===== src/rtl/core/rht_pkg.sv =====
`default_nettype none
package rht_pkg;
    localparam int HandleCount = 256;
    localparam int GroupSize = 16;
    localparam int GroupCount = HandleCount / GroupSize;
    localparam int SlotW = $clog2(HandleCount);
    localparam int GroupW = $clog2(GroupCount);
    localparam int MemberW = $clog2(GroupSize);
    localparam logic [15:0] RefcountLimit = 16'd65534;
    localparam logic [7:0] PinMax = 8'hff;
    localparam logic [15:0] PinSumMax = 16'hffff;
    localparam int QueueDepth = 2;

    typedef enum logic [2:0] {
        K_ALLOC = 3'd0, K_RETAIN = 3'd1, K_RELEASE = 3'd2,
        K_PIN = 3'd3, K_UNPIN = 3'd4, K_ACCESS = 3'd5,
        K_BAD6 = 3'd6, K_BAD7 = 3'd7
    } kind_t;

    typedef enum logic [2:0] {
        ST_OK = 3'd0, ST_NULL = 3'd1, ST_STATIC = 3'd2, ST_INVALID = 3'd3,
        ST_CAPACITY = 3'd4, ST_OVERFLOW = 3'd5, ST_INTERNAL = 3'd6,
        ST_SPARE = 3'd7
    } status_t;

    // A classified request as handed from the front to the back.
    typedef struct packed {
        kind_t kind;
        logic [15:0] handle;
        logic [31:0] addr;
        logic [7:0] obj_type;
        status_t pre_status;
        logic [SlotW-1:0] slot;
    } cmd_t;

    typedef enum logic [1:0] {
        B_IDLE, B_READ, B_WRITE
    } bstate_t;
endpackage
`default_nettype wire


===== src/rtl/core/rht_stream_if.sv =====
`default_nettype none
interface rht_in_if;
    logic valid;
    logic ready;
    logic [2:0] kind;
    logic [15:0] handle;
    logic [31:0] new_object_address;
    logic [7:0] obj_type;
    modport source (output valid, kind, handle, new_object_address, obj_type, input ready);
    modport sink (input valid, kind, handle, new_object_address, obj_type, output ready);
endinterface

`default_nettype wire


===== src/rtl/core/rht_front.sv =====
`default_nettype none
module rht_front (
    rht_in_if.sink in_ch,
    input wire logic q_full,
    output logic q_push,
    output rht_pkg::cmd_t q_data
);
    import rht_pkg::*;

    logic [15:0] h;
    kind_t k;

    assign h = in_ch.handle;
    assign k = kind_t'(in_ch.kind);
    assign in_ch.ready = !q_full;
    assign q_push = in_ch.valid && !q_full;

    // Handle checks that need no table state; the back checks the used bit.
    always_comb
    begin
        q_data.kind = k;
        q_data.handle = h;
        q_data.addr = in_ch.new_object_address;
        q_data.obj_type = in_ch.obj_type;
        q_data.slot = SlotW'(h - 16'd1);
        priority if (k == K_ALLOC)
            q_data.pre_status = ST_OK;
        else if (k == K_BAD6 || k == K_BAD7)
            q_data.pre_status = ST_INTERNAL;
        else if (h == 16'd0)
            q_data.pre_status = (k == K_UNPIN) ? ST_INVALID : ST_NULL;
        else if (h[15])
            q_data.pre_status = ST_STATIC;
        else if (h > 16'(HandleCount))
            q_data.pre_status = ST_INVALID;
        else
            q_data.pre_status = ST_OK;
    end
endmodule
`default_nettype wire


===== src/flat_wrapper.sv =====
// flat-port wrapper written by rule: the top's interface ports become plain ports
module rht_front_flat import rht_pkg::*;
  (q_full, q_push, q_data, in_ch_valid, in_ch_kind, in_ch_handle, in_ch_new_object_address, in_ch_obj_type, in_ch_ready);
  rht_in_if in_ch_i ();
  input wire logic q_full;
  output logic q_push;
  output rht_pkg::cmd_t q_data;
  input wire logic [$bits(in_ch_i.valid)-1:0] in_ch_valid;
  input wire logic [$bits(in_ch_i.kind)-1:0] in_ch_kind;
  input wire logic [$bits(in_ch_i.handle)-1:0] in_ch_handle;
  input wire logic [$bits(in_ch_i.new_object_address)-1:0] in_ch_new_object_address;
  input wire logic [$bits(in_ch_i.obj_type)-1:0] in_ch_obj_type;
  output wire logic [$bits(in_ch_i.ready)-1:0] in_ch_ready;
  assign in_ch_i.valid = in_ch_valid;
  assign in_ch_i.kind = in_ch_kind;
  assign in_ch_i.handle = in_ch_handle;
  assign in_ch_i.new_object_address = in_ch_new_object_address;
  assign in_ch_i.obj_type = in_ch_obj_type;
  assign in_ch_ready = in_ch_i.ready;
  rht_front u_core (.in_ch(in_ch_i), .q_full(q_full), .q_push(q_push), .q_data(q_data));
endmodule

===== config.mk =====
export PLATFORM = sky130hd
export DESIGN_NAME = rht_front_flat
export DESIGN_NICKNAME = d
export VERILOG_FILES = /design/src/rtl/core/rht_pkg.sv /design/src/rtl/core/rht_stream_if.sv /design/src/rtl/core/rht_front.sv /design/src/flat_wrapper.sv
export SDC_FILE = /design/constraint.sdc
export NUM_CORES = 1
export LEC_CHECK = 0
export BUFFER_PORTS_ARGS = -buffer_cell sky130_fd_sc_hd__buf_2
export CELL_PAD_IN_SITES_DETAIL_PLACEMENT = 1
export CELL_PAD_IN_SITES_GLOBAL_PLACEMENT = 2
export CORE_ASPECT_RATIO = 2
export CORE_UTILIZATION = 10
export DETAILED_ROUTE_END_ITERATION = 6
export PLACE_DENSITY = 0.9
export SYNTH_ARGS = -nofsm -noshare
export SYNTH_HDL_FRONTEND = slang
export SYNTH_SLANG_ARGS = --single-unit

===== constraint.sdc =====
create_clock -name vclk -period 2.11
set_clock_uncertainty 0.1 [all_clocks]
set_input_delay 0.3165 -clock vclk [all_inputs]
set_output_delay 0.3165 -clock vclk [all_outputs]
set_load 0.005 [all_outputs]

* After elaboration in Yosys (flattened, before gate mapping)
Index checks and enable logic that the tools add are counted.
** Cells by class
- $add $sub $neg :: 1
- Reductions and logical operators :: 5
- Eq/ne operators :: 3
- Muxes and demuxes :: 6
- Magnitude comparators :: 1
** Operators with widths (count)
- $gt A16 B9 Y1 const B :: 1
- $logic_not A16 Y1 :: 1
- $eq A3 B3 Y1 const B :: 3
- $mux W3 :: 3
- $sub A8 B1 Y8 const B :: 1
- $mux W2 :: 3
- $logic_not A3 Y1 :: 1
- $logic_and A1 B1 Y1 :: 1
- $logic_not A1 Y1 :: 1
- $logic_or A1 B1 Y1 :: 1
** Word-level totals
- Register bits :: 0
- Input bits :: 61
- Word-level logic and storage cells :: 16
- Output and inout bits :: 72

* Logic depth before layout (Yosys ltp)
Gate-level depths: netlist (run 1).
- Word-level depth :: 6
- Gate-level depth with buffers :: 5

* Worst setup path after synthesis (run 1)
OpenSTA, ideal clock, no wires.
- Path kind :: input -> output
- Start :: input port in_ch_handle[2]
- End :: output port q_data[8] (netlist bit)
- Data required time :: 1694 ps
- Cell stages on the path :: 4
- Setup slack :: 392 ps
- Data arrival time :: 1301 ps
- Path through :: nor4_2 nand3_1 xor2_1 a2111oi_2
** RTL lines
- from (decl) :: line flat_wrapper.sv:10 : input wire logic [$bits(in_ch_i.handle)-1:0] in_ch_handle;
- to (decl) :: line flat_wrapper.sv:7 : output rht_pkg::cmd_t q_data;

==> results of run 1 <==
==> cell usage after synthesis <==
cell type and instances:
sky130_fd_sc_hd__a2111oi_2 1, sky130_fd_sc_hd__a31oi_1 1, sky130_fd_sc_hd__buf_4 59, sky130_fd_sc_hd__ha_1 2, sky130_fd_sc_hd__inv_1 5, sky130_fd_sc_hd__mux2i_1 1
sky130_fd_sc_hd__nand2_1 4, sky130_fd_sc_hd__nand3_1 2, sky130_fd_sc_hd__nor2_1 3, sky130_fd_sc_hd__nor2b_1 1, sky130_fd_sc_hd__nor3_1 1, sky130_fd_sc_hd__nor3b_1 1
sky130_fd_sc_hd__nor4_1 2, sky130_fd_sc_hd__nor4_2 1, sky130_fd_sc_hd__o31ai_1 1, sky130_fd_sc_hd__or4_1 1, sky130_fd_sc_hd__xnor2_1 2, sky130_fd_sc_hd__xor2_1 4
==> cell usage in the layout (no fill, tap or decap) <==
| cell | n |
|---|---|
| sky130_fd_sc_hd__a2111oi_2 | 1 |
| sky130_fd_sc_hd__o31ai_1 | 1 |
| sky130_fd_sc_hd__nor3_1 | 1 |
| sky130_fd_sc_hd__mux2i_1 | 1 |
| sky130_fd_sc_hd__nand2_1 | 4 |
| sky130_fd_sc_hd__xnor2_1 | 2 |
| sky130_fd_sc_hd__nor4_1 | 2 |
| sky130_fd_sc_hd__nor2b_1 | 1 |
| sky130_fd_sc_hd__inv_1 | 5 |
| sky130_fd_sc_hd__xor2_1 | 4 |
| sky130_fd_sc_hd__nor2_1 | 3 |
| sky130_fd_sc_hd__buf_2 | 53 |
| sky130_fd_sc_hd__buf_4 | 5 |
| sky130_fd_sc_hd__nor3b_1 | 1 |
| sky130_fd_sc_hd__ha_1 | 2 |
| sky130_fd_sc_hd__or4_1 | 1 |
| sky130_fd_sc_hd__nand3_1 | 1 |
| sky130_fd_sc_hd__a31oi_1 | 1 |
| sky130_fd_sc_hd__nand3_2 | 1 |
| sky130_fd_sc_hd__nor4_4 | 1 |
==> kinds of logic (layout without fill, tap and decap cells) <==
family / Yosys count / in the layout / synth area share [%]
buffers and inverters: 64 / 63 / 69.36
xor gates and xnor gates: 6 / 6 / 7.895
and+or+nand+nor: 16 / 16 / 13.16
muxes: 1 / 1 / 1.504
adders and majority gates: 2 / 2 / 3.759
AOI/OAI and AO/OA: 3 / 3 / 4.324
==> path summary, 6_finish.rpt <==
path / endpoint / slack [ps] / cells past startpoint
worst max-delay path: q_data[8] / 140 / 6
worst min-delay path: q_data[14] / 530 / 0
==> layout make-up <==
cell class	count	share of cell area, %
well taps	86	16.63
inverters	5	2.901
multi-input cells	28	33.66
repair buffers	58	46.81
==> critical path, delay by kind of cell <==
family	cells	cell delay [ps]
simple gates	2	440
compound gates	1	340
buf+inv	2	280
xor+xnor	1	170
==> where the power goes <==
part	switching [W]	leakage, nW	internal, W
logic	0.0000506	0.340	0.0000525
registers	0	0	0
clock network	0	0	0
total	0.0000506	0.340	0.0000525
==> metrics by stage <==
step	power [W]	cell area (um2)
2_1_floorplan	0.0001154	665.6
3_3_place_gp	0.0001014	633.1
3_5_place_dp	0.0001031	633.1
4_1_cts	0.0001036	633.1
5_1_grt	0.0001147	646.9
6_report	0.0001031	646.9
==> routing by layer <==
metal | wire length [um] | global-route usage (%)
met1 | 348 | 1.677
met5 | 0 | 0
met3 | 294 | 0.7718
met4 | 250 | 5.814
met2 | 982 | 9.931
==> repair_timing <==
action                     4_1_cts  5_1_grt
resized for setup                0        2
hold endpoints to repair         0        0
setup endpoints to repair        0        1
==> impl_metrics.toml, run 1 <==
[synth]
yosysTopAreaCellShare_pct = 66.54
synth.area.top_cells = "sky130_fd_sc_hd__buf_4 67%, sky130_fd_sc_hd__xor2_1 5.3%, sky130_fd_sc_hd__ha_1 3.8%, sky130_fd_sc_hd__inv_1 2.8%, sky130_fd_sc_hd__xnor2_1 2.6%"
yosys_warnings = 0
yosys.area.top_type = "sky130_fd_sc_hd__buf_4"
synthesis.area_per_instance_um2 = 7.235
proportion_of_synthesized_chip_area_in_sequential_cells_pct = 0
mappedNetlistNets = 155
post_synth_instance_area_um2 = 665.6
synth_cell_type_count = 18
syn-instance-count = 92

[clocking]
post_cts_buffers = 0
postCtsHoldBufs = 0

[floorplanning]
die_height_um = 117.4
initial_utilization_pct = 10.46
coreArea_mm2 = 0.006361
num_rows = 41
fp.dieArea_mm2 = 0.007006
die_width_um = 59.69
design.portCount = 133

[route]
first_pass_iters = 2
vias_per_cell = 3.158
post-route-drc-count = 0
detailroute.via_count = 559
routedWlPerCell_um = 10.60
initial_drc_count = 6
postRouteWirelength_um = 1876
ant_nets = 0

[setup_path]
critical_path.cell_chain = "buf_2 > nor4_4 > nand3_2 > xor2_1 > a2111oi_2 > buf_2"
critical_path_arrival_ps = 1550
critical_path_peak_fanout = 2
worstSetupStartpointType = "input port"
critical_path.startpoint = "in_ch_handle[2]"
timing.critical_path.slowest_cell_delay_ps = 340
timing.setup.critical_path_class = "in -> out"
timing.critical_path.required_ps = 1690
slowest_stage = "sky130_fd_sc_hd__a2111oi_2"
timing.critical_path.to_type = "output pin"
path_common_cell = "sky130_fd_sc_hd__buf_2"

[sta]
period_share_pct = 93.42
rsz0062_at_grt = "no"
slew_margin_rel_pct = 76.57
hold_ws_ps = 533.0
final_max_slew_viol_count = 0
min_period_ps = 1971
setup_viol = 0
worst_setup_slack_final_ps = 138.9
max_freq_ghz = 0.5073
slew_at_the_pin_with_the_worst_max_slew_slack_ps = 348.7
final.setup.tns_ps = 0
hold_violations = 0

[placed_design]
io_buffer_count = 53
post-dp-hpwl_um = 1697
global_placement_routability_congestion = 0.7178
place_inst = 177
pre_cts_setup_slack_ps = 44.79

[final_layout]
final_cells = 177
post-route-util_pct = 10.17
layout.clock_buffers = 0
flip_flop_and_latch_count = 0
num_antenna_cells = 0
layout-drive-gt1-share_pct = 67.03
num-nets-final = 156
layout.filler_cells = 830
area_growth_pct = -2.820
multiInputGateArea_um2 = 217.7
seqCellArea_um2 = 0

[pwr]
power_density_mw_per_mm2 = 159.4
vdd_ir_drop_max_uv = 19.64
power.leakage_nw = 0.3404

[global_route]
grt_antenna_before_repair = 0
global_route.overflow_total = 0
gr-usage-all-layers_pct = 4.629
number_of_global_route_vias_before_repair = 570
grt_start_max_net_pins = 5
first_pass_grt_wire_length_um = 2449

[min_path]
worst_hold_startpoint = "in_ch_obj_type[3]"
min-delay-path-class = "in -> out"

[run]
maxCapViolations = 0

[outcome]
outcome = "finished clean"
Power figures use the tool's default switching activity.
==> inputs of run 2 (changes only) <==
- CELL_PAD_IN_SITES_DETAIL_PLACEMENT: 1 -> 0
- MAX_ROUTING_LAYER: not set -> met4
==> run 2 against run 1 <==
Count of clock-buffer cells in the layout unchanged; die area unchanged; via count down 1.8%; critical path type unchanged; largest cell class unchanged.
==> impl_metrics.toml, run 2 (synthesis results as in run 1) <==
[route]
wl_met1_um = 332
routedWlPerCell_um = 9.893
wl_met3_um = 301
vias_per_cell = 3.102
top_layer = "met4"
detailroute.via_count = 549
initial_drc_count = 5
post-route-drc-count = 0
ant_nets = 0
met2RoutedLength_um = 876
postRouteWirelength_um = 1751
first_pass_iters = 2

[global_route]
global_route.overflow_total = 0
number_of_global_route_vias_before_repair = 525
grt_antenna_before_repair = 0
grt_start_max_net_pins = 5
gr-usage-all-layers_pct = 4.574
first_pass_grt_wire_length_um = 2352

[setup_path]
worstSetupStartpointType = "input port"
timing.setup.critical_path_class = "in -> out"
timing.critical_path.required_ps = 1690
timing.critical_path.to_type = "output pin"
critical_path_peak_fanout = 2
critical_path_arrival_ps = 1580

[floorplanning]
initial_utilization_pct = 10.46
design.portCount = 133
num_rows = 41
coreArea_mm2 = 0.006361
die_width_um = 59.69
die_height_um = 117.4
fp.dieArea_mm2 = 0.007006

[pwr]
power_density_mw_per_mm2 = 158.5
vdd_ir_drop_max_uv = 21.26
power.leakage_nw = 0.3404

[final_layout]
num-nets-final = 156
flip_flop_and_latch_count = 0
commonest_non_fill_non_tap_cells_in_the_layout = "53 x sky130_fd_sc_hd__buf_2, 5 x sky130_fd_sc_hd__inv_1, 5 x sky130_fd_sc_hd__buf_4"
num_antenna_cells = 0
area_growth_pct = -3.571
layout.clock_buffers = 0
multiInputGateArea_um2 = 212.7
layout-drive-gt1-share_pct = 65.93
seqCellArea_um2 = 0
mostFrequentLayoutCell = "sky130_fd_sc_hd__buf_2"
layout.filler_cells = 793

[placed_design]
global_placement_routability_congestion = 0.7262
post-dp-hpwl_um = 1582
pre_cts_setup_slack_ps = 60.68
io_buffer_count = 53

[run]
maxCapViolations = 0

[sta]
max_freq_ghz = 0.5020
hold_violations = 0
setup_viol = 0
period_share_pct = 94.41
final_max_slew_viol_count = 0
final.setup.tns_ps = 0
slew_margin_rel_pct = 76.61
worst_setup_slack_final_ps = 118.0
slew_at_the_pin_with_the_worst_max_slew_slack_ps = 348.2
min_period_ps = 1992
rsz0062_at_grt = "no"

[min_path]
min-delay-path-class = "in -> out"

[outcome]
outcome = "finished clean"
run 2: cell counts in the layout (fill, tap and decap cells not counted):
No cell type changed its count.
run 2: routing by layer:
metal / up-vias / track usage, %
met5: - / -
met4: 0 / 5.814
met3: 40 / 0.8820
met2: 62 / 8.889
met1: 214 / 2.079
li1: 233 / -
run 2: stage by stage:
step | instances | util, % | cell area [um2] | hold WS [ps] | power (W)
4_1_cts | 177 | 9.953 | 633.1 | 533.0 | 0.0001025
2_1_floorplan | 92 | - | 665.6 | 559.3 | 0.0001154
6_report | 177 | 10.09 | 641.9 | 533.0 | 0.0001018
3_3_place_gp | 177 | 9.953 | 633.1 | 533.0 | 0.0001014
3_5_place_dp | 177 | 9.953 | 633.1 | 533.0 | 0.0001020
5_1_grt | 177 | 10.09 | 641.9 | 533.0 | 0.0001134
run 2: worst max-delay path, cell delays in order:
cell,delay (ps)
sky130_fd_sc_hd__buf_2,120
sky130_fd_sc_hd__nor4_4,270
sky130_fd_sc_hd__nand3_1,160
sky130_fd_sc_hd__xor2_1,180
sky130_fd_sc_hd__a2111oi_2,350
sky130_fd_sc_hd__buf_2,170
run 2: path summary, 6_finish.rpt:
kind                  depth (start not counted)         startpoint          to  slack [ps]
worst max-delay path                          6    in_ch_handle[2]   q_data[8]         120
worst min-delay path                          0  in_ch_obj_type[3]  q_data[14]         530
run 2: where the power goes:
part / switching, W / leakage [nW] / total [W] / internal (W)
logic: 0.0000494 / 0.340 / 0.000102 / 0.0000523
registers: 0 / 0 / 0 / 0
clock network: 0 / 0 / 0 / 0
run 2: final cells by class:
class,count,area share [%]
well taps,86,16.76
repair buffers,58,47.17
inverters,5,2.924
multi-input cells,28,33.14
run 2: repair_timing:
action | 4_1_cts | 5_1_grt
hold buffers | 0 | 0
hold endpoints to repair | 0 | 0
resized for setup | 0 | 1
buffers inserted | 0 | 0
endpoints found under the setup margin | 0 | 1
