`src/rtl/core/rht_pkg.sv`:
```
`default_nettype none
package rht_pkg;
    localparam int HandleCount = 256;
    localparam int GroupSize = 16;
    localparam int GroupCount = HandleCount / GroupSize;
    localparam int SlotW = $clog2(HandleCount);
    localparam int GroupW = $clog2(GroupCount);
    localparam int MemberW = $clog2(GroupSize);
    localparam logic [15:0] RefcountLimit = 16'd65534;
    localparam logic [7:0] PinMax = 8'hff;
    localparam logic [15:0] PinSumMax = 16'hffff;
    localparam int QueueDepth = 2;

    typedef enum logic [2:0] {
        K_ALLOC = 3'd0, K_RETAIN = 3'd1, K_RELEASE = 3'd2,
        K_PIN = 3'd3, K_UNPIN = 3'd4, K_ACCESS = 3'd5,
        K_BAD6 = 3'd6, K_BAD7 = 3'd7
    } kind_t;

    typedef enum logic [2:0] {
        ST_OK = 3'd0, ST_NULL = 3'd1, ST_STATIC = 3'd2, ST_INVALID = 3'd3,
        ST_CAPACITY = 3'd4, ST_OVERFLOW = 3'd5, ST_INTERNAL = 3'd6,
        ST_SPARE = 3'd7
    } status_t;

    // A classified request as handed from the front to the back.
    typedef struct packed {
        kind_t kind;
        logic [15:0] handle;
        logic [31:0] addr;
        logic [7:0] obj_type;
        status_t pre_status;
        logic [SlotW-1:0] slot;
    } cmd_t;

    typedef enum logic [1:0] {
        B_IDLE, B_READ, B_WRITE
    } bstate_t;
endpackage
`default_nettype wire

```
`src/rtl/core/rht_queue.sv`:
```
`default_nettype none
module rht_queue (
    input wire logic clk,
    input wire logic rst_n,
    input wire logic push,
    input wire rht_pkg::cmd_t push_data,
    output logic full,
    input wire logic pop,
    output logic not_empty,
    output rht_pkg::cmd_t head
);
    import rht_pkg::*;

    localparam int PtrW = $clog2(QueueDepth);
    cmd_t slots_reg [QueueDepth];
    logic [PtrW-1:0] wptr_reg, rptr_reg;
    logic [PtrW:0] count_reg;

    assign full = count_reg == (PtrW+1)'(QueueDepth);
    assign not_empty = count_reg != '0;
    assign head = slots_reg[rptr_reg];

    always_ff @(posedge clk)
    begin
        if (push)
        begin
            slots_reg[wptr_reg] <= push_data;
        end
    end

    always_ff @(posedge clk or negedge rst_n)
    begin
        if (!rst_n)
        begin
            wptr_reg <= '0;
            rptr_reg <= '0;
            count_reg <= '0;
        end
        else
        begin
            if (push)
            begin
                wptr_reg <= wptr_reg + 1'b1;
            end
            if (pop)
            begin
                rptr_reg <= rptr_reg + 1'b1;
            end
            count_reg <= count_reg + (PtrW+1)'(push) - (PtrW+1)'(pop);
        end
    end
endmodule
`default_nettype wire

```
`config.mk`:
```
export PLATFORM = sky130hd
export DESIGN_NAME = rht_queue
export DESIGN_NICKNAME = d
export VERILOG_FILES = /design/src/rtl/core/rht_pkg.sv /design/src/rtl/core/rht_queue.sv
export SDC_FILE = /design/constraint.sdc
export NUM_CORES = 1
export LEC_CHECK = 0
export BUFFER_PORTS_ARGS = -buffer_cell sky130_fd_sc_hd__buf_4
export CAP_MARGIN = 40
export CORE_MARGIN = 4
export CORE_UTILIZATION = 52
export CTS_BUF_LIST = sky130_fd_sc_hd__clkbuf_8 sky130_fd_sc_hd__clkbuf_16
export CTS_CLUSTER_DIAMETER = 30
export DETAILED_ROUTE_END_ITERATION = 10
export PLACE_DENSITY = 0.79
export SYNTH_ARGS = -nofsm -noshare
export SYNTH_HDL_FRONTEND = slang
export SYNTH_SLANG_ARGS = --single-unit
```
`constraint.sdc`:
```
create_clock -name clk -period 4.7 [get_ports clk]
set_input_delay 0.47 -clock clk [delete_from_list [all_inputs] [get_ports clk]]
set_output_delay 0.47 -clock clk [all_outputs]
set_load 0.005 [all_outputs]
```
# ---- Word level (Yosys, flattened, before mapping)
# Memories as Yosys holds them, arrays and structs flattened.
# Index checks and enable logic that the tools add are counted.
# Widths: inputs -> output; s select.
dict set report op_classes {
  n_addsub 4
  multipliers 0
  n_div 0
  magnitude_cmp 0
  eq_ne 1
  shifts 0
  muxes 2
  bitwise 0
  n_reduce_logical 1
}
# operator n
set ops {}
lappend ops {{$add 1x1->1 const B} 2}
lappend ops {{$add 2x1->2} 1}
lappend ops {{$eq 2x2->1 const B} 1}
lappend ops {{$mux 1} 2}
lappend ops {{$reduce_bool 2->1} 1}
lappend ops {{$sub 2x1->2} 1}
dict set report word_totals {
  register_bits 4
  latch_bits 0
  ram_bits 140
  mem_bits_ro 0
  inputBits 74
  out_inout_bits 72
  elab_cells 12
  mem_count 1
}
# memory words word_bits read_ports rd_clocked_by_memory_dff write_ports line
set memory_table {}
lappend memory_table {slots_reg 2 70 1 0 1 rht_queue.sv:15} ;# cmd_t slots_reg [QueueDepth];

# ---- Longest topological paths before layout
# Gate-level depths: netlist of the first run.
dict set report logic_depth {
  depth_word 2
  depth_mapped 5
  mapped_depth_nobuf 5
}

# ---- Worst setup path after synthesis of the first run
# No wires, ideal clock.
dict set report synth_path {
  path_type {input -> register}
  from {input push}
  to {memory slots_reg[0][0] (netlist name), enable pin}
  setup_time_ns 0.507
  arrival_time_ns 3.541
  required_ns 4.193
  path_slack_ns 0.652
  cell_stages 1
  n_path_buf 0
  cell_sequence {nor2b_1}
}
dict set report synth_between {
  elab_chain_cells 2
}
# element line
set synth_lines {}
lappend synth_lines {{from (decl)} rht_queue.sv:5} ;# input wire logic push,
lappend synth_lines {{$mux 1} rht_queue.sv:25} ;# if (push)
lappend synth_lines {{$mux 1 (not written as such)} rht_queue.sv:27} ;# slots_reg[wptr_reg] <= push_data;
lappend synth_lines {{to (decl)} rht_queue.sv:15}
# Every way passes these cells.

==> run_results.csv, run 1 <==
group,metric,value,unit
power,p_sw,1.12,mW
synthesis,synth-async-reset-ratio,2.78,%
cells_and_area,final_area,7360,sq um
synthesis,seq_area_frac_synth,76.8,%
global_routing,grt_max_degree,56,
synthesis,yosys-top-cells-count,"140 x edfxtp_1, 69 x mux2_4, 7 x buf_12",
worst_setup_path,cp.required,4230,ps
min_path,hold_path_class,"in -> reg",
drt,wl_per_cell,18.3,um
clock_network,clk_path_buf_depth,2,
floorplan,io_pins,146,
power,p_sw_share,25.4,%
synthesis,synth_top_cell_by_area,"edfxtp_1",
floorplan,die_width,112,um
synthesis,synth-edff-count,140,
placement,dpl_worst_slack,2550,ps
clock_network,postCtsResizedCells,0,
timing,min_period,2520,ps
synthesis,yosysMostFrequentCell,"edfxtp_1",
timing,setup_viol_count_final,0,
clock_network,clk_pin_slew,60,ps
floorplan,start_util,53.8,%
timing,period_share,53.6,%
timing,hold_violations,0,
global_routing,grt.total_usage,16.1,%
synthesis,ys_ff_latch,144,
timing,max_freq,397,MHz
placement,place_area,6790,sq um
worst_setup_path,ff2ff_setup_slack,2760,ps
synthesis,ys_warn_count,0,
drt,first_pass_iters,4,
power,ir_worst_vdd,0.331,mV
worst_setup_path,path_class,"reg -> out",
power,p_clk_share,28.1,%
drt,wirelength,9930,um
worst_setup_path,r2r_end,"slots_reg[0][11]",
power,internal_power,3.30,mW
power,p_comb_share,30.5,%
drt,ant_nets,0,
synthesis,synth_area,5600,sq um
timing,max_slew_margin,50.4,%
cells_and_area,drive_above_1_share,62.2,%
cells_and_area,largest_reg_flops,140,
min_path,min_from,"pop",
worst_setup_path,cp.arrival,2050,ps
drt,drc,0,
floorplan,dieArea,12500,sq um
timing,rsz0062_at_grt,"no",
synthesis,synthDistinctLibCells,13,
floorplan,dieHeight,112,um
clock_network,cts_sinks,144,
worst_setup_path,path_max_fanout,18,
global_routing,grt_pass1_wl,15200,um
job,maxCapViolCount,0,
cells_and_area,final_nets,470,
cells_and_area,diodes,0,
worst_setup_path,setup.worst_path.start,"rptr_reg",
timing,worst_pin_slew,744,ps
timing,hold-worst-slack,141,ps
global_routing,antenna_found_initial,0,
synthesis,synth-main-ff-cell,"edfxtp_1",
timing,setup_slack,2180,ps
cells_and_area,area_growth,31.3,%
min_path,hold_depth,2,
min_path,whs_endpoint,"rptr_reg",
worst_setup_path,rr_startpoint,"wptr_reg",
clock_network,h-tree-depth,4,
clock_network,cts_made_buffers,17,
power,power.leakage,3.00,nW
synthesis,avgSynthCellArea,24.0,sq um
global_routing,grt_overflow,0,
worst_setup_path,rr_worst_depth,2,
synthesis,syn_inst,233,
placement,place_congestion,0.730,
drt,num_vias,2692,
worst_setup_path,worstSetupStartpointType,"flip-flop",
power,power_density,600,nW/um^2
run_status,status,"finished, final reports clean",
global_routing,grt_pass1_vias,2952,
synthesis,yosys.area.top_type_share,75.1,%
drt,routed_via_density,4.96,
clock_network,cts_tree,"done",
timing,clock_skew,3.77,ps
worst_setup_path,worstSetupEndpointType,"output port",
power,pwr-share-seq,41.4,%
clock_network,cts_root_buf,"clkbuf_8",
timing,slew_violations,0,
synthesis,syn-num-nets,309,
clock_network,insertion_delay,510,ps
placement,port_buffers,145,
synthesis,synthTopCellsByArea,"edfxtp_1 75%, mux2_4 18%, buf_12 2.5%, dfrtp_1 1.8%, ha_1 0.45%",
power,fin_total_pwr,4.42,mW
drt,drtIter0Drc,112,
floorplan,num_rows,37,
timing,tns,0,ps
floorplan,core,10400,sq um
layout by cell type (no fill, tap or decap), types with 2 or more instances in the layout:
master,count
xor2_1,2
edfxtp_1,140
clkinv_2,3
bufinv_16,2
mux2_4,69
clkinvlp_4,4
clkinv_4,3
dfrtp_1,3
buf_4,147
clkbuf_16,16
ha_1,2
inv_1,4
what timing repair did:
action	in CTS	in global routing
setup buffers	0	0
hold endpoints to repair	4	0
setup endpoints to repair	0	0
hold buffers	1	0
stage by stage:
step	std cells	utilization [%]
4_1_cts	543	70.6
5_1_grt	543	70.6
3_3_place_gp	508	64.7
2_1_floorplan	233	-
6_report	543	70.6
3_5_place_dp	510	65.1
power groups by stage:
stage / Combinational (mW) / Clock [mW] / Sequential [mW]
after floorplan: 0.927 / 0 / 1.80
after global placement: 1.23 / 0 / 1.92
after detailed placement: 1.36 / 0 / 1.86
after CTS: 1.37 / 1.27 / 1.84
after global routing: 1.43 / 1.33 / 1.85
final: 1.35 / 1.24 / 1.83
metal layers:
metal / up-vias / part of all wire (%) / GRT usage, %
li1: 1244 / - / -
met1: 1328 / 38 / 17.4
met2: 107 / 53 / 27.7
met3: 13 / 7.8 / 6.96
met4: 0 / 1.6 / 6.73
met5: - / 0 / 0
area by class of cell:
cell class	count	area, sq um
tap	136	170
inverter	2	7.51
clock buffer	17	414
sequential	144	4310
fill	656	3060
timing repair buffer	150	1160
multi-input combinational	79	1150
clock inverter	15	148
worst max-delay path by stage:
| stage | to | depth (start not counted) | slack (ps) |
|---|---|---|---|
| after floorplan | slots_reg[0][0] | 1 | 650 |
| after global placement | head[44] | 3 | 2220 |
| after detailed placement | slots_reg[0][64] | 3 | 2550 |
| after CTS | head[23] | 3 | 2120 |
| after global routing | head[23] | 3 | 2090 |
| final | head[23] | 3 | 2180 |
cells by family (layout without fill, tap and decap cells):
group	after synthesis	count (layout)	synth area share (%)
flops	144	144	76.8
fa+ha+maj	2	2	0.447
simple gates	4	4	0.447
mux	70	70	18.7
xor+xnor	3	3	0.737
buf+inv	10	184	2.84
critical path: stages, from the launching register on:
cell and delay (ps):
dfrtp_4 670, buf_4 390, mux2_4 340, buf_4 140
Note: power is estimated with default switching activity, not from simulation.
==> run 2, diff against run 1 <==
--- a/config.mk
+++ b/config.mk
@@ -5,14 +5,15 @@
 export SDC_FILE = /design/constraint.sdc
 export NUM_CORES = 1
 export LEC_CHECK = 0
+export ABC_AREA = 1
 export BUFFER_PORTS_ARGS = -buffer_cell sky130_fd_sc_hd__buf_4
 export CAP_MARGIN = 40
 export CORE_MARGIN = 4
-export CORE_UTILIZATION = 52
+export CORE_UTILIZATION = 47
 export CTS_BUF_LIST = sky130_fd_sc_hd__clkbuf_8 sky130_fd_sc_hd__clkbuf_16
 export CTS_CLUSTER_DIAMETER = 30
 export DETAILED_ROUTE_END_ITERATION = 10
-export PLACE_DENSITY = 0.79
+export PLACE_DENSITY = 0.75
 export SYNTH_ARGS = -nofsm -noshare
 export SYNTH_HDL_FRONTEND = slang
 export SYNTH_SLANG_ARGS = --single-unit
==> constraint.sdc (replaced) <==
create_clock -name clk -period 2.05 [get_ports clk]
set_input_delay 0.205 -clock clk [delete_from_list [all_inputs] [get_ports clk]]
set_output_delay 0.205 -clock clk [all_outputs]
set_load 0.005 [all_outputs]
==> run 2 against run 1 <==
  * Clock power grew to 2.6 times the previous value
  * Synthesized cell count is 67% higher
  * Cell count is 42% higher
  * Global-route usage is 1.3 points higher
  * Critical endpoint is now head[31]
==> run_results.csv, run 2 <==
group,metric,value,unit
clock_network,clk_path_buf_depth,2,
synthesis,synthXorXnorAreaFrac,0.323,%
cells_and_area,final_common_cell,"buf_4",
synthesis,synth-edff-count,140,
cells_and_area,mostFrequentLayoutCells,"151 x buf_4, 140 x edfxtp_1, 79 x inv_1",
cells_and_area,final_nets,696,
global_routing,grt.total_usage,17.4,%
cells_and_area,area_growth,47.4,%
timing,min_period,1940,ps
floorplan,start_util,49.0,%
power,power.leakage,3.42,nW
clock_network,clk_pin_slew,50,ps
synthesis,synthDistinctLibCells,13,
timing,max_slew_margin,66.6,%
timing,setup_slack,114,ps
drt,wirelength,11400,um
worst_setup_path,crit_slowest_cell,"dfrtp_4",
drt,routed_via_density,4.69,
timing,period_share,94.4,%
synthesis,synth_top_family_by_area,"buffers and inverters",
worst_setup_path,rr_worst_depth,3,
placement,place_area,6630,sq um
worst_setup_path,path_cells,"buf_12 -> o21ai_0 -> buf_4",
synthesis,yosys.area_share.simple,5.55,%
global_routing,grt_pass1_vias,3674,
timing,max_freq,517,MHz
clock_network,cts_tree,"done",
timing,setup_viol_count_final,0,
drt,drtIter0Drc,164,
floorplan,core,11100,sq um
floorplan,io_pins,146,
synthesis,synthTopCellsByArea,"edfxtp_1 77%, o21ai_0 6.5%, inv_1 5.3%, nand2_1 5.3%, dfrtp_1 1.8%",
worst_setup_path,path_class,"reg -> out",
cells_and_area,diodes,0,
placement,port_buffers,145,
global_routing,grt_max_degree,63,
synthesis,syn-num-nets,466,
synthesis,synth-async-reset-ratio,2.78,%
timing,rsz0062_at_grt,"no",
clock_network,cts_root_buf,"clkbuf_16",
cells_and_area,fin_cells,773,
placement,dpl_worst_slack,394,ps
floorplan,dieHeight,115,um
synthesis,avgSynthCellArea,13.9,sq um
drt,num_vias,3622,
synthesis,synth-adder-area-share,0.461,%
run_status,status,"finished, final reports clean",
synthesis,yosysMostFrequentCell,"edfxtp_1",
worst_setup_path,worstSetupStartpointType,"flip-flop",
timing,clock_skew,7.16,ps
placement,hpwl,6810,um
power,ir_worst_vdd,0.783,mV
worst_setup_path,cp.arrival,1730,ps
worst_setup_path,worstSetupEndpointType,"output port",
floorplan,dieArea,13300,sq um
synthesis,synth_area,5430,sq um
job,maxCapViolCount,0,
timing,tns,0,ps
drt,first_pass_iters,4,
synthesis,ys_ff_latch,144,
floorplan,die_width,115,um
synthesis,synth-main-ff-cell,"edfxtp_1",
placement,dp.cells,667,
worst_setup_path,max_stage_delay,610,ps
drt,drc,0,
timing,slew_violations,0,
synthesis,syn_inst,390,
synthesis,ys_warn_count,0,
clock_network,insertion_delay,400,ps
clock_network,h-tree-depth,4,
placement,place_congestion,0.772,
synthesis,synth_top_cell_by_area,"edfxtp_1",
synthesis,seq_area_frac_synth,79.3,%
timing,hold_violations,0,
worst_setup_path,path_max_fanout,62,
min_path,hold_path_class,"in -> async",
global_routing,grt_overflow,0,
synthesis,synth_mux_area_share,0,%
global_routing,antenna_found_initial,0,
floorplan,num_rows,38,
global_routing,grt_pass1_wl,17300,um
drt,ant_nets,0,
synthesis,yosys-top-cells-count,"140 x edfxtp_1, 77 x inv_1, 77 x nand2_1",
cells_and_area,drive_above_1_share,28.8,%
synthesis,synth_compound_area_share,6.45,%
timing,worst_pin_slew,500,ps
cells_and_area,largest_reg_flops,140,
clock_network,cts_sinks,144,
cells_and_area,final_area,8000,sq um
clock_network,cts_made_buffers,17,
drt,wl_per_cell,14.7,um
worst_setup_path,ff2ff_setup_slack,650,ps
worst_setup_path,cp.required,1850,ps
synthesis,yosys.area.top_type_share,77.4,%
power,power_density,1280,nW/um^2
==> run 2: cell types whose count changed in the layout (fill, tap and decap cells not counted), moves of 3 or more <==
cell           before  now
clkinv_1            0    3
bufinv_16           2    5
inv_1               4   79
buf_4             147  151
nand2_1             0   77
mux2_4             69    0
dlygate4sd3_1       1   73
o21ai_0             0   69
==> run 2: repair_timing <==
| item | 4_1_cts | 5_1_grt |
|---|---|---|
| buffers inserted | 0 | 1 |
| setup endpoints to repair | 1 | 40 |
| gates resized for setup | 1 | 0 |
| hold endpoints to repair | 146 | 0 |
| hold buffers | 73 | 0 |
==> run 2: final timing paths <==
| kind | start | to |
|---|---|---|
| worst max register to register | wptr_reg | slots_reg[1][41] |
| min in group clk | push_data[61] | slots_reg[0][61] |
| worst max-delay path | rptr_reg | head[31] |
| worst min-delay path | rst_n | wptr_reg |
| max in group asynchronous | rst_n | rptr_reg |
| worst min register to register | wptr_reg | wptr_reg |
==> run 2: power breakdown <==
group / internal, mW / leakage (nW) / switching (mW)
clock: 2.13 / 0.309 / 1.10
sequential: 3.92 / 1.36 / 0.223
combinational: 1.42 / 1.75 / 1.50
==> run 2: per-stage QoR <==
| step | hold slack [ps] | util (%) | power [mW] |
|---|---|---|---|
| after global placement | 3.87 | 59.9 | 6.88 |
| after floorplan | -90.6 | - | 5.50 |
| final | 148 | 72.2 | 10.3 |
| after detailed placement | 6.12 | 59.9 | 6.96 |
| after CTS | 116 | 72.1 | 10.3 |
| after global routing | 141 | 72.2 | 10.9 |
==> run 2: layer usage <==
metal  routed length, um  GRT usage, %  part of all wire, %
met1                4360          19.5                   38
met2                6040          30.4                   53
met3                 757          5.54                  6.7
met4                 193          7.59                  1.7
met5                   0             0                    0
==> run 2: final cells by class <==
class | count | area [sq um]
clock inverter | 15 | 201
tap | 140 | 175
multi-input combinational | 154 | 702
fill | 697 | 3070
clock buffer | 17 | 425
sequential | 144 | 4310
inverter | 77 | 293
timing repair buffer | 226 | 1900
==> run 2: kinds of logic (layout without fill, tap and decap cells) <==
logic type,after synthesis,count (layout)
AOI/OAI and AO/OA,70,70
xor gates and xnor gates,2,2
adders and majority gates,2,2
buffers and inverters,92,335
DFF,144,144
and+or+nand+nor,80,80
==> run 2: worst max-delay path: cells and delay by family, from the launching register on <==
| family | cells | cell delay [ps] |
|---|---|---|
| buffers and inverters | 2 | 410 |
| flip-flops | 1 | 610 |
| AO/OA/AOI/OAI | 1 | 280 |
==> run 3, diff against run 2 <==
--- a/config.mk
+++ b/config.mk
@@ -5,15 +5,16 @@
 export SDC_FILE = /design/constraint.sdc
 export NUM_CORES = 1
 export LEC_CHECK = 0
-export ABC_AREA = 1
 export BUFFER_PORTS_ARGS = -buffer_cell sky130_fd_sc_hd__buf_4
 export CAP_MARGIN = 40
+export CELL_PAD_IN_SITES_DETAIL_PLACEMENT = 0
+export CELL_PAD_IN_SITES_GLOBAL_PLACEMENT = 2
 export CORE_MARGIN = 4
-export CORE_UTILIZATION = 47
+export CORE_UTILIZATION = 35
 export CTS_BUF_LIST = sky130_fd_sc_hd__clkbuf_8 sky130_fd_sc_hd__clkbuf_16
 export CTS_CLUSTER_DIAMETER = 30
 export DETAILED_ROUTE_END_ITERATION = 10
-export PLACE_DENSITY = 0.75
+export PLACE_DENSITY_LB_ADDON = 0.1
 export SYNTH_ARGS = -nofsm -noshare
 export SYNTH_HDL_FRONTEND = slang
 export SYNTH_SLANG_ARGS = --single-unit
==> run 3 against run 2 <==
  * Global-route usage fell by 5.2 points
  * Wire length shrank 7.1%
  * Power increased by 5.3%
  * Via count fell by 19%
  * Register-to-register slack better by 60 ps
  * Cell count decreased by 9.6%
  * Flip-flop and latch count is the same
  * Fmax up 3.3%
  * Combinational power increased by 18%
  * Worst hold slack worse by 15 ps
  * Critical path depth stayed put
  * Die area is 36% higher
  * Critical path type unchanged
  * Critical endpoint is now head[44]
  * Largest power group unchanged
==> run_results.csv, run 3 (synthesized netlist as in run 1, its figures left out) <==
group,metric,value,unit
cells_and_area,area_growth,48.9,%
global_routing,grt_pass1_wl,16500,um
worst_setup_path,path_cells,"buf_12 -> mux2_4 -> buf_4",
worst_setup_path,path_max_fanout,24,
floorplan,die_width,135,um
drt,routed_via_density,4.19,
floorplan,dieHeight,135,um
timing,clock_skew,6.87,ps
placement,place_congestion,0.711,
global_routing,grt_pass1_vias,3292,
global_routing,grt.total_usage,12.1,%
cells_and_area,mostFrequentLayoutCells,"154 x buf_4, 140 x edfxtp_1, 73 x dlygate4sd3_1",
timing,hold_violations,0,
clock_network,cts_made_buffers,17,
worst_setup_path,crit_slowest_cell,"dfrtp_4",
drt,drc,0,
min_path,hold_path_class,"in -> async",
worst_setup_path,worstSetupStartpointType,"flip-flop",
timing,max_freq,533,MHz
clock_network,postCtsResizedCells,0,
drt,ant_nets,0,
floorplan,start_util,36.3,%
worst_setup_path,max_stage_delay,530,ps
floorplan,dieArea,18100,sq um
cells_and_area,largest_reg_flops,140,
floorplan,io_pins,146,
timing,min_period,1870,ps
global_routing,grt_max_degree,42,
worst_setup_path,worstSetupEndpointType,"output port",
cells_and_area,diodes,0,
drt,wl_per_cell,15.1,um
cells_and_area,final_nets,551,
timing,rsz0062_at_grt,"no",
cells_and_area,layout.filler_cells,1292,
power,power_density,1300,nW/um^2
clock_network,clk_pin_slew,60,ps
cells_and_area,drive_above_1_share,53.7,%
drt,first_pass_iters,4,
clock_network,insertion_delay,400,ps
global_routing,grt_overflow,0,
drt,wirelength,10500,um
clock_network,clk_path_buf_depth,2,
worst_setup_path,cp.required,1850,ps
placement,port_buffers,145,
timing,worst_pin_slew,412,ps
floorplan,num_rows,45,
placement,hpwl,7040,um
clock_network,cts_sinks,144,
drt,num_vias,2931,
job,maxCapViolCount,0,
timing,setup_viol_count_final,0,
timing,tns,0,ps
power,power.leakage,3.40,nW
timing,max_slew_margin,72.6,%
worst_setup_path,critical-path-top-delay-family,"flip-flops",
worst_setup_path,path_class,"reg -> out",
drt,drtIter0Drc,141,
clock_network,h-tree-depth,4,
run_status,status,"finished, final reports clean",
worst_setup_path,cp_num_buf_inv,2,
global_routing,antenna_found_initial,0,
timing,setup_slack,175,ps
placement,dpl_worst_slack,468,ps
clock_network,cts_root_buf,"clkbuf_16",
timing,slew_violations,0,
floorplan,core,15400,sq um
timing,period_share,91.5,%
cells_and_area,fin_util,54.1,%
cells_and_area,final_common_cell,"buf_4",
clock_network,cts_tree,"done",
power,ir_worst_vdd,0.569,mV
worst_setup_path,cp.arrival,1670,ps
[run 3: cell count changes in the layout (fill, tap and decap cells not counted), moves of 2 or more]
cell,change
buf_12,+3
buf_4,+3
clkbuf_8,+2
clkinv_1,-3
clkinv_2,+3
clkinvlp_4,-2
inv_1,-75
mux2_4,+69
nand2_1,-77
o21ai_0,-69
[run 3: timing repair]
action | CTS | global route
hold buffers | 73 | 0
endpoints found under the hold margin | 146 | 0
buffers inserted | 0 | 5
setup endpoints to repair | 0 | 17
[run 3: final timing paths]
path / slack (ps) / startpoint / cells after the start / to
worst max-delay path: 180 / rptr_reg / 3 / head[44]
worst min-delay path: 130 / rst_n / 2 / count_reg[1]
worst max register to register: 710 / wptr_reg / 2 / slots_reg[1][30]
worst min register to register: 550 / wptr_reg / 1 / wptr_reg
max in group asynchronous: 1800 / rst_n / 2 / rptr_reg
min in group clk: 520 / pop / 3 / rptr_reg
[run 3: cell type report]
type / instances / area [sq um] / share of cell area [%]
clock buffers: 19 / 453 / 5.43
clock inverters: 13 / 194 / 2.32
inverters: 2 / 7.51 / 0.0900
multi-input cells: 79 / 1150 / 13.8
flip-flops and latches: 144 / 4310 / 51.6
well taps: 211 / 264 / 3.16
repair buffers: 231 / 1970 / 23.6
[run 3: worst reg2reg max path, cell delays in order (launching register included)]
cell     delay (ps)
dfrtp_1         420
and2_4          190
buf_4           370
[run 3: per-layer routing]
metal	part of all wire (%)	vias up	GRT usage, %	wire [um]
met3	7.1	12	4.84	752
li1	-	1407	-	-
met2	51	91	20.6	5370
met4	1.4	0	5.26	150
met1	40	1421	13.6	4270
met5	0	-	0	0
[run 3: power by group]
group	internal [mW]	switching [mW]	total [mW]	leakage, nW
logic	2.12	1.30	3.42	1.72
registers	3.92	0.197	4.11	1.36
clock network	2.21	1.09	3.29	0.325
[run 3: stage by stage]
stage	hold slack (ps)	cells	power [mW]	cell area (sq um)
after floorplan	-90.6	233	6.22	5610
after global placement	4.96	589	7.48	6930
after detailed placement	7.91	589	7.51	6930
after CTS	101	694	11.0	8300
after global routing	141	699	11.4	8340
final	132	699	10.8	8340
